===== src/rtl/lzwc_pkg.sv =====
// Shared constants, payload types and state encoding for the LZW encoder.
`timescale 1ns / 1ps
package lzwc_pkg;

  localparam int unsigned CODE_W     = 12;
  localparam int unsigned BYTE_W     = 8;
  localparam int unsigned KEY_W      = CODE_W + BYTE_W;
  localparam int unsigned NF_W       = CODE_W + 1;
  localparam int unsigned DICT_SIZE  = 4096;
  localparam int unsigned SEG_LEN    = 16;
  localparam int unsigned NUM_SEG    = DICT_SIZE / SEG_LEN;
  localparam int unsigned NUM_GRP    = NUM_SEG / SEG_LEN;

  localparam logic [CODE_W-1:0] END_CODE   = CODE_W'(256);
  localparam logic [NF_W-1:0]   FIRST_CODE = NF_W'(257);
  localparam logic [NF_W-1:0]   CODE_LIMIT = NF_W'(DICT_SIZE);

  // Edges from key load until the reduced hit code is registered.
  localparam logic [2:0] SRCH_CYCLES = 3'd4;

  localparam logic CMD_DATA   = 1'b0;
  localparam logic CMD_FINISH = 1'b1;

  typedef struct packed {
    logic              command;
    logic [BYTE_W-1:0] data_byte;
  } in_t;

  typedef struct packed {
    logic [CODE_W-1:0] codeword;
    logic              last;
  } out_t;

  typedef struct packed {
    logic            wr;
    logic [NF_W-1:0] next_free;
    logic [KEY_W-1:0] key;
  } cell_ctl_t;

  typedef enum logic [1:0] {
    S_IDLE,
    S_SRCH,
    S_EMIT_A,
    S_EMIT_B
  } state_e;

endpackage


===== src/rtl/lzwc_or16.sv =====
// Registered OR of sixteen hit codes (at most one is nonzero).
`timescale 1ns / 1ps
module lzwc_or16 import lzwc_pkg::*; (
  input  logic              clk_i,
  input  logic              rst_ni,
  input  logic [CODE_W-1:0] codes_i [SEG_LEN],
  output logic [CODE_W-1:0] code_o
);

  logic [CODE_W-1:0] code_d;
  logic [CODE_W-1:0] code_q;

  always_comb begin
    code_d = '0;
    for (int k = 0; k < SEG_LEN; k++) begin
      code_d = code_d | codes_i[k];
    end
  end

  always_ff @(posedge clk_i or negedge rst_ni) begin
    if (!rst_ni) begin
      code_q <= '0;
    end else begin
      code_q <= code_d;
    end
  end

  assign code_o = code_q;

endmodule


===== config.mk =====
export PLATFORM = sky130hd
export DESIGN_NAME = lzwc_or16
export DESIGN_NICKNAME = d
export VERILOG_FILES = /design/src/rtl/lzwc_pkg.sv /design/src/rtl/lzwc_or16.sv
export SDC_FILE = /design/constraint.sdc
export NUM_CORES = 1
export LEC_CHECK = 0
export ABC_CLOCK_PERIOD_IN_PS = 800
export BUFFER_PORTS_ARGS = -buffer_cell sky130_fd_sc_hd__buf_2
export CAP_MARGIN = 15
export CELL_PAD_IN_SITES_DETAIL_PLACEMENT = 0
export CELL_PAD_IN_SITES_GLOBAL_PLACEMENT = 1
export CORE_UTILIZATION = 10
export CTS_CLUSTER_SIZE = 16
export DETAILED_ROUTE_END_ITERATION = 10
export PLACE_DENSITY_LB_ADDON = 0.2
export REMOVE_ABC_BUFFERS = 1
export SLEW_MARGIN = 20
export SYNTH_ARGS = -nofsm -noshare
export SYNTH_HDL_FRONTEND = slang
export SYNTH_SLANG_ARGS = --single-unit

===== constraint.sdc =====
create_clock -name clk_i -period 0.8 [get_ports clk_i]
set_input_delay 0.08 -clock clk_i [delete_from_list [all_inputs] [get_ports clk_i]]
set_output_delay 0.08 -clock clk_i [all_outputs]
set_load 0.1 [all_outputs]

# Word-level counts from Yosys, hierarchy flattened

Cells that the tools add are included.

Register bits after elaboration: 12
Bits in latches: 0
RAM bits: 0
ROM bits: 0
Output and inout port bits: 12
Word-level logic and storage cells: 16
Memories: 0

Add/sub/neg operators: 0
Multipliers: 0
Divide/modulo/power cells: 0
Order comparisons: 0
Eq/ne operators: 0
Shift operators: 0
Multiplexer cells: 0
Bitwise gates (word level): 15
Reductions and logical operators: 0

Operators with widths:

| cell              | number |
|---|---|
| bitwise OR 12 bit | 15 |

# Logic depth before layout (Yosys ltp)

Depth in word-level cells: 15
Gate-level depth with buffers: 2

# Worst setup path before layout

OpenSTA, ideal clock, no wires.

Path type: register to output
Start point: register code_q[0], in the netlist code_o[0]
End point: output code_o[0]
Arrival: 0.883 ns
Required time: 0.720 ns
Slack: -0.163 ns
Cell stages (with the launch flop): 1
Path buffers: 0
Cells stage by stage: dfrtp_1

RTL lines:

| element                | line            | source |
|---|---|---|
| from (decl)            | lzwc_or16.sv:11 | `logic [CODE_W-1:0] code_q;` |
| from (signal assigned) | lzwc_or16.sv:24 | `code_q <= code_d;` |
| to (decl)              | lzwc_or16.sv:7  | `output logic [CODE_W-1:0] code_o` |

No word-level cell between the ends.

# Worst setup path after layout

Start point: register code_q[9], in the netlist code_o[9]
End point: output code_o[9]

No word-level cell between the ends.

==> metrics.csv <==
stage,metric,value,unit
job,# Max-Cap Violations,0,
die,die span in y,84.2,um
timing,Fin. Hold Viols,0,
timing,crit path time final,0.901,ns
synthesis,instance count of the mapped netlist,72,
power,Cell Pwr Density,878,nW/um^2
grt,initial antenna violation count,0,
place,Detailed Place HPWL,3.89,mm
clock_network,CTS buffer count,3,
die,chip width,84.2,um
worst_setup_path,nature of the critical path startpoint,flip-flop,
grt,GRT Total Usage,0.114,
die,Core ar.,6420,sq um
grt,"Remaining Overflow, GRT",0,
final_layout,share of cells above drive strength 1,0.744,
place,gpl congestion,0.695,
synthesis,Post-Syn Area per Cell,9.38,sq um
worst_setup_path,Required @ worst endpoint,0.72,ns
worst_setup_path,type of the setup path with the least slack,reg -> out,
final_layout,Antenna Cells,0,
timing,Slew Limit Fails,0,
place,Placed Cells incl. Taps,357,
timing,Final Cycle Share,1.13,
die,die area,7090,sq um
timing,# setup viols final,12,
synthesis,Netlist cell types,3,
route,vias per cell,4.11,
synthesis,yosys warns,0,
worst_setup_path,CP Capture Type,primary output,
route,final wirelength,4.18,mm
worst_setup_path,Critical Path Start,code_o[9],
final_layout,most frequent cells in the layout,"buf_2 (193), nor4_1 (48), nand4_1 (12), dfrtp_1 (12), buf_12 (12)",
clock_network,H-tree Lvls,1,
synthesis,post-synthesis register bit count,12,
final_layout,Largest register FFs,12,
run_status,failing checks,"design-rule violations, negative setup slack",
route,wire per inst,11.5,um
worst_hold_path,HP Class,in -> reg,
worst_setup_path,cell class contributing the biggest share of worst-path delay,flip-flops,
power,Max VDD drop,0.000481,V
timing,worst slew pin tran,0.391,ns
final_layout,Filler cells,694,
route,initial detailed-routing violation count,32,
final_layout,nets,480,
worst_setup_path,"Cell Chain, Critical Path",buf_12,
die,num ports,206,
power,Leak,1.07,nW
timing,setup slack after layout,-0.101,ns
worst_hold_path,hold path start,codes_i[2],
grt,vias in the first global route,1534,
timing,RSZ-0062 raised after global routing,true,
route,vias after detailed routing,1487,
route,drc violations,20,
die,Initial Util,0.105,
final_layout,area grow syn2layout,206,%
worst_setup_path,Worst path max stage delay,0.40,ns
timing,relative slew slack,0.737,
die,FP Rows,29,
place,PortBufs,205,
grt,pin count of the biggest net entering global routing,13,
synthesis,register area share after synthesis,0.444,
worst_setup_path,largest fanout on the critical path,1,
final_layout,non-filler instance count after layout,362,
clock_network,"CTS clk-pin slew, worst paths",0.06,ns
clock_network,maximum root-to-sink buffer count,2,
clock_network,Post-CTS Setup Bufs,0,
timing,hold_ws,0.0331,ns
clock_network,CTS Root Cell,clkbuf_8,
route,ANT nets after route,0,
worst_setup_path,data arrival time of the worst path,0.82,ns
power,total power,1.81,mW
clock_network,cts repair resizes,0,
synthesis,Synth Cell Area,676,sq um
worst_setup_path,Buffers & Inverters on Critical Path,1,
run_status,status,"finished, violations left",
clock_network,CTS sink cnt,12,
grt,first-pass GRT wire length,6.38,mm
final_layout,"commonest non-fill, non-tap cell in the layout",buf_2,
worst_setup_path,"Slowest-stage cell, CP",dfrtp_1,
route,DRT Pass-1 Iters,7,
clock_network,CTS tree,done,
timing,Fmax,1.11,GHz
[through the flow]
stage / setup TNS [ns] / instance area [sq um] / setup slack (ns) / util
floorplan: -1.96 / 676 / -0.163 / -
global placement: -0.320 / 2000 / -0.180 / 0.312
detailed placement: -0.394 / 2000 / -0.210 / 0.312
CTS: -1.26 / 2070 / -0.120 / 0.322
global route: -1.48 / 2070 / -0.135 / 0.322
finish: -1.07 / 2070 / -0.101 / 0.322
[repair_timing]
item                       in CTS  in global routing
hold buffers                    1                  0
hold endpoints to repair       12                  0
setup endpoints to repair      12                 12
[cells in the mapped netlist, drive strengths merged]
cell type | n | area share
nand4 | 12 | 0.11
nor4 | 48 | 0.44
dfrtp | 12 | 0.44
[where the power goes]
part	internal (mW)	leakage, nW	switching (mW)
combinational	0.361	0.932	0.160
clock	0.435	0.0288	0.250
sequential	0.607	0.105	0.0000122
total	1.40	1.07	0.409
[per-layer routing]
layer	up-vias	part of all wire	GRT usage	routed length [um]
li1	762	-	-	-
met1	620	0.31	0.103	1300
met2	103	0.56	0.243	2350
met3	2	0.12	0.0403	510
met4	0	0.0038	0.0141	16
met5	-	0	0	0
[layout make-up]
type | count | area [sq um] | share of cell area
well taps | 77 | 96.3 | 0.0466
multi-input cells | 60 | 375 | 0.182
repair buffers | 209 | 1240 | 0.600
flip-flops and latches | 12 | 300 | 0.145
clock buffers | 4 | 55.1 | 0.0267
[worst paths after layout]
kind	to	cells after the start
worst max-delay path	code_o[9]	1
worst min-delay path	code_o[2]	3
max in group asynchronous	code_o[2]	2
min in group asynchronous	code_o[9]	2
[kinds of logic (layout without fill, tap and decap cells)]
| group | count (synthesis) | after routing | share of synthesized area |
|---|---|---|---|
| AND/OR/NAND/NOR | 60 | 60 | 0.556 |
| flip-flops | 12 | 12 | 0.444 |
| buffers and inverters | 0 | 213 | 0 |
(Power assumes the default switching activity.)
