<file path="config.mk">
export PLATFORM = sky130hd
export DESIGN_NAME = lzwc_cell
export DESIGN_NICKNAME = d
export VERILOG_FILES = /design/src/rtl/lzwc_pkg.sv /design/src/rtl/lzwc_cell.sv
export SDC_FILE = /design/constraint.sdc
export NUM_CORES = 1
export LEC_CHECK = 0
export BUFFER_PORTS_ARGS = -buffer_cell sky130_fd_sc_hd__buf_2
export CORE_MARGIN = 2
export CORE_UTILIZATION = 49
export CTS_BUF_LIST = sky130_fd_sc_hd__clkbuf_4 sky130_fd_sc_hd__clkbuf_8
export DETAILED_ROUTE_END_ITERATION = 6
export MAX_ROUTING_LAYER = met4
export PLACE_DENSITY = 0.87
export SYNTH_ARGS = -nofsm -noshare
export SYNTH_HDL_FRONTEND = slang
export SYNTH_SLANG_ARGS = --single-unit
export TNS_END_PERCENT = 1
</file>
<file path="constraint.sdc">
create_clock -name clk_i -period 4.32 [get_ports clk_i]
set_input_delay 0.432 -clock clk_i [delete_from_list [all_inputs] [get_ports clk_i]]
set_output_delay 0.432 -clock clk_i [all_outputs]
set_load 0.02 [all_outputs]
</file>
<file path="src/rtl/lzwc_pkg.sv">
// Shared constants, payload types and state encoding for the LZW encoder.
`timescale 1ns / 1ps
package lzwc_pkg;

  localparam int unsigned CODE_W     = 12;
  localparam int unsigned BYTE_W     = 8;
  localparam int unsigned KEY_W      = CODE_W + BYTE_W;
  localparam int unsigned NF_W       = CODE_W + 1;
  localparam int unsigned DICT_SIZE  = 4096;
  localparam int unsigned SEG_LEN    = 16;
  localparam int unsigned NUM_SEG    = DICT_SIZE / SEG_LEN;
  localparam int unsigned NUM_GRP    = NUM_SEG / SEG_LEN;

  localparam logic [CODE_W-1:0] END_CODE   = CODE_W'(256);
  localparam logic [NF_W-1:0]   FIRST_CODE = NF_W'(257);
  localparam logic [NF_W-1:0]   CODE_LIMIT = NF_W'(DICT_SIZE);

  // Edges from key load until the reduced hit code is registered.
  localparam logic [2:0] SRCH_CYCLES = 3'd4;

  localparam logic CMD_DATA   = 1'b0;
  localparam logic CMD_FINISH = 1'b1;

  typedef struct packed {
    logic              command;
    logic [BYTE_W-1:0] data_byte;
  } in_t;

  typedef struct packed {
    logic [CODE_W-1:0] codeword;
    logic              last;
  } out_t;

  typedef struct packed {
    logic            wr;
    logic [NF_W-1:0] next_free;
    logic [KEY_W-1:0] key;
  } cell_ctl_t;

  typedef enum logic [1:0] {
    S_IDLE,
    S_SRCH,
    S_EMIT_A,
    S_EMIT_B
  } state_e;

endpackage

</file>
<file path="src/rtl/lzwc_cell.sv">
// One dictionary cell: holds an entry, compares it to the key, extends the hit chain.
`timescale 1ns / 1ps
module lzwc_cell import lzwc_pkg::*; (
  input  logic              clk_i,
  input  logic              rst_ni,
  input  cell_ctl_t         ctl_i,
  input  logic [CODE_W-1:0] idx_i,
  input  logic [CODE_W-1:0] chain_i,
  output logic [CODE_W-1:0] chain_o
);

  logic [KEY_W-1:0] entry_q;
  logic             hit_q;
  logic             live;

  // Only codes already handed out since the last finish can match.
  assign live = ({1'b0, idx_i} >= FIRST_CODE) && ({1'b0, idx_i} < ctl_i.next_free);

  always_ff @(posedge clk_i) begin
    if (ctl_i.wr && ({1'b0, idx_i} == ctl_i.next_free)) begin
      entry_q <= ctl_i.key;
    end
  end

  always_ff @(posedge clk_i or negedge rst_ni) begin
    if (!rst_ni) begin
      hit_q <= 1'b0;
    end else begin
      hit_q <= live && (entry_q == ctl_i.key);
    end
  end

  assign chain_o = chain_i | (hit_q ? idx_i : '0);

endmodule

</file>
## Word level (Yosys, flattened, before mapping)

Index checks and enable logic that the tools add are counted.

- Eq/ne operators: 2
- Bitwise operators: 1
- Reduce and logical (&&, ||, !) cells: 3
- Mux-type cells: 1
- $lt $le $gt $ge: 2

Operators with widths:

| cell | number |
|---|---|
| == test 20 bit | 1 |
| == test 12 x 13 -> 1 bit | 1 |
| < comparator 12 x 13 -> 1 bit | 1 |
| >= comparator 12 x 9 -> 1 bit, second input constant | 1 |
| 2-to-1 mux 12 bit | 1 |
| bitwise OR 12 bit | 1 |
| logical AND 1 bit | 3 |

- Bits in registers: 21

## Depth between registers and ports, before layout

- Word-level depth: 3
- Gate-level depth with buffers: 6
- Gate-level depth less buffers: 6

## Least setup slack after synthesis

Ideal clock, no wire load.

- Path type: input to register
- Start point: in ctl_i[30] (netlist bit)
- End point: reg entry_q[0], enable pin
- Arrival: 2933 ps
- Data required time: 3872 ps
- Buffers on the path: 0
- Path slack: 939 ps
- Stages on the path: 4
- Cells stage by stage: inv_1 -> ha_1 -> nand4b_1 -> nor4_1

- Cells in the longest elaborated chain, start to end: 2

Ends and longest elaborated chain:

| item | line | RTL |
|---|---|---|
| from (decl) | lzwc_cell.sv:6 | `input cell_ctl_t ctl_i,` |
| == test 12 x 13 -> 1 bit | lzwc_cell.sv:20 | `if (ctl_i.wr && ({1'b0, idx_i} == ctl_i.next_free)) begin` |
| logical AND 1 bit | lzwc_cell.sv:20 |  |
| to (signal assigned) | lzwc_cell.sv:21 | `entry_q <= ctl_i.key;` |
| to (decl) | lzwc_cell.sv:12 | `logic [KEY_W-1:0] entry_q;` |

No other way between the ends.
A chain may end at the register's enable or synchronous reset.

## Worst setup path in the final report

- Start point: reg hit_q
- End point: out chain_o[2]

- Cells in the longest elaborated chain, start to end: 2

Ends and longest elaborated chain:

| item | line | RTL |
|---|---|---|
| from (decl) | lzwc_cell.sv:13 | `logic hit_q;` |
| from (signal assigned) | lzwc_cell.sv:29 | `hit_q <= live && (entry_q == ctl_i.key);` |
| 2-to-1 mux 12 bit | lzwc_cell.sv:33 | `assign chain_o = chain_i \| (hit_q ? idx_i : '0);` |
| bitwise OR 12 bit | lzwc_cell.sv:33 |  |
| to (decl) | lzwc_cell.sv:9 | `output logic [CODE_W-1:0] chain_o` |

No other way between the ends.

==> impl_metrics.json <==
{
  "setup_viol": 0,
  "antenna_found_initial": 0,
  "cts_tree": "yes",
  "synth_area_um2": 1280,
  "vias_per_cell": 5.15,
  "syn_nets": 181,
  "fin_crit_ns": 1.66,
  "cts_buffer_depth": 2,
  "ys_ff_latch": 21,
  "whs_path_depth": 1,
  "p_comb_share_pct": 21.1,
  "crit_fanout": 12,
  "p_per_area_nw_per_um2": 236,
  "endpoint_kind": "output pin",
  "numCtsBuffers": 3,
  "yosysTopAreaCellShare_pct": 46.8,
  "grt_overflow": 0,
  "p_switching_uw": 98.5,
  "gr-usage-all-layers_pct": 18.8,
  "fp.dieArea_um2": 3040,
  "ctsResizeCount": 0,
  "core_um2": 2480,
  "skew_ns": 0.00247,
  "seqPwrFrac_pct": 54.7,
  "num_io_pins": 72,
  "antenna-diode-count": 0,
  "finish.instance_area_um2": 1730,
  "grt_pass1_wl_mm": 3.95,
  "p_sw_share_pct": 24.3,
  "fp.dieW_um": 55.2,
  "relSlewSlack_pct": 73.4,
  "hold-worst-slack_ns": 0.323,
  "rr_worst_depth": 4,
  "gp_congestion": 0.766,
  "syn_area_per_cell_um2": 11.8,
  "yosys_warnings": 0,
  "cp_data_arrival_time_ns": 1.23,
  "ant_nets": 0,
  "cts.htree.levels": 1,
  "clkPwrFrac_pct": 24.2,
  "slowest_delay_ns": 0.60,
  "post-route-util_pct": 69.6,
  "finalMaxSlewViolations": 0,
  "slowest_stage": "dfrtp_1",
  "placed_cell_area_um2": 1690,
  "via_count": 1107,
  "layout_commonest_cell": "buf_2",
  "rsz0062_at_grt": "no",
  "fin_crit_sh_pct": 38.5,
  "drc": 0,
  "p_leak_nw": 0.868,
  "synth_top_area_cell": "edfxtp_1",
  "clk_pin_slew_worst_paths_ns": 0.11,
  "worstSkewPairLatency_ns": 0.30,
  "hold_class": "input port to register",
  "finalHoldViolations": 0,
  "port_buffers": 71,
  "crit_chain": "a21o_1 > buf_2",
  "final_cell_mix": "71 x buf_2, 20 x edfxtp_1, 15 x xor2_1",
  "setup_tns_ns": 0,
  "power_uw": 406,
  "drv_cap": 0,
  "cts.sinks": 21,
  "synthCells": 109,
  "fmax_ghz": 0.602,
  "yosys-top-cells-area": "edfxtp_1 47%, ha_1 12%, xor2_1 10%",
  "drt-total-wl_mm": 2.78,
  "layout-drive-gt1-share_pct": 42.2,
  "ys_seq_area_share_pct": 48.8,
  "crit_type": "register to output pin",
  "required_ns": 3.89,
  "status": "completed",
  "tightest_slew_ns": 0.399,
  "layout.nets": 258,
  "start_util_pct": 51.8,
  "grt_max_degree": 21,
  "rows": 18,
  "dpl.hpwl_mm": 2.31,
  "area_growth_syn_to_layout_pct": 34.5,
  "ys_types": 22,
  "ir_drop_v": 0.000254,
  "internal-power_uw": 308,
  "dr.pass1.iters": 4,
  "grt_pass1_vias": 1041,
  "die_h_um": 55.2,
  "drtIter0Drc": 12,
  "worstSetupStartpointType": "register",
  "root_buffer": "clkbuf_4",
  "wl_per_cell_um": 12.9
}
## synth_stat cells
library cell / number
edfxtp_1: 20
xor2_1: 15
a21o_1: 13
inv_1: 13
ha_1: 12
xnor2_1: 5
a21oi_1: 4
nand4_1: 4
nor4_1: 4
nand2_1: 2
nand3_1: 2
nor2_1: 2
nor3_1: 2
o21ai_1: 2
or4_1: 2
a2111o_1: 1
a2111oi_2: 1
a211o_1: 1
clkbuf_1: 1
dfrtp_1: 1
nand4b_1: 1
nor3b_1: 1
## cells by family after synthesis
family / share of synthesized area, %
XOR/XNOR: 13.7
AND/OR/NAND/NOR: 9.07
buffers and inverters: 4.10
AO/OA/AOI/OAI: 12.7
adder cells (fa/ha/maj): 11.7
flip-flops: 48.8
## repair_timing
action / 4_1_cts / 5_1_grt
setup buffers: 0 / 0
hold buffers: 1 / 0
hold endpoints to repair: 1 / 0
## registers in the layout, summed over array words and instances, names as in the netlist
| name | count |
|---|---|
| hit_q | 1 |
| entry_q | 20 |
## cell type report
cell class | instances | area (um^2)
timing repair buffer | 73 | 373
sequential | 21 | 626
multi-input combinational | 74 | 611
clock buffer | 4 | 30.0
fill | 195 | 752
tap | 30 | 37.5
inverter | 13 | 48.8
## metal layers
metal | vias up | track usage [%] | routed length [um]
li1 | 554 | - | -
met1 | 498 | 18.8 | 1110
met2 | 50 | 36.3 | 1410
met3 | 5 | 2.69 | 225
met4 | 0 | 7.72 | 33
met5 | - | - | 0
## worst max-delay path: cells and delay by family (launching register included)
family          cells  cell delay (ns)
flops               1             0.60
buf+inv             1             0.16
compound gates      1             0.16
## power by group through the flow
stage                     Clock (mW)  Combinational [mW]  Sequential [mW]
after CTS                      0.102              0.0864            0.222
after global routing           0.107              0.0961            0.222
final                         0.0983              0.0856            0.222
after floorplan                    0              0.0397            0.227
after global placement             0              0.0817            0.227
after detailed placement           0              0.0850            0.227
## final timing paths
check / slack (ns) / startpoint / to
min: 0.32 / ctl_i[19] / entry_q[19]
max reg2reg: 2.90 / entry_q[18] / hit_q
min reg2reg: 0.67 / entry_q[17] / hit_q
min in group asynchronous: 0.42 / rst_ni / hit_q
max in group asynchronous: 3.81 / rst_ni / hit_q
max: 2.66 / hit_q / chain_o[2]
## metrics by stage
| stage | worst slack, ns | instances |
|---|---|---|
| final | 2.66 | 215 |
| after floorplan | 0.939 | 109 |
| after CTS | 2.63 | 215 |
| after detailed placement | 2.37 | 210 |
| after global placement | 2.40 | 210 |
| after global routing | 2.56 | 215 |
Power figures use the tool's default switching activity.
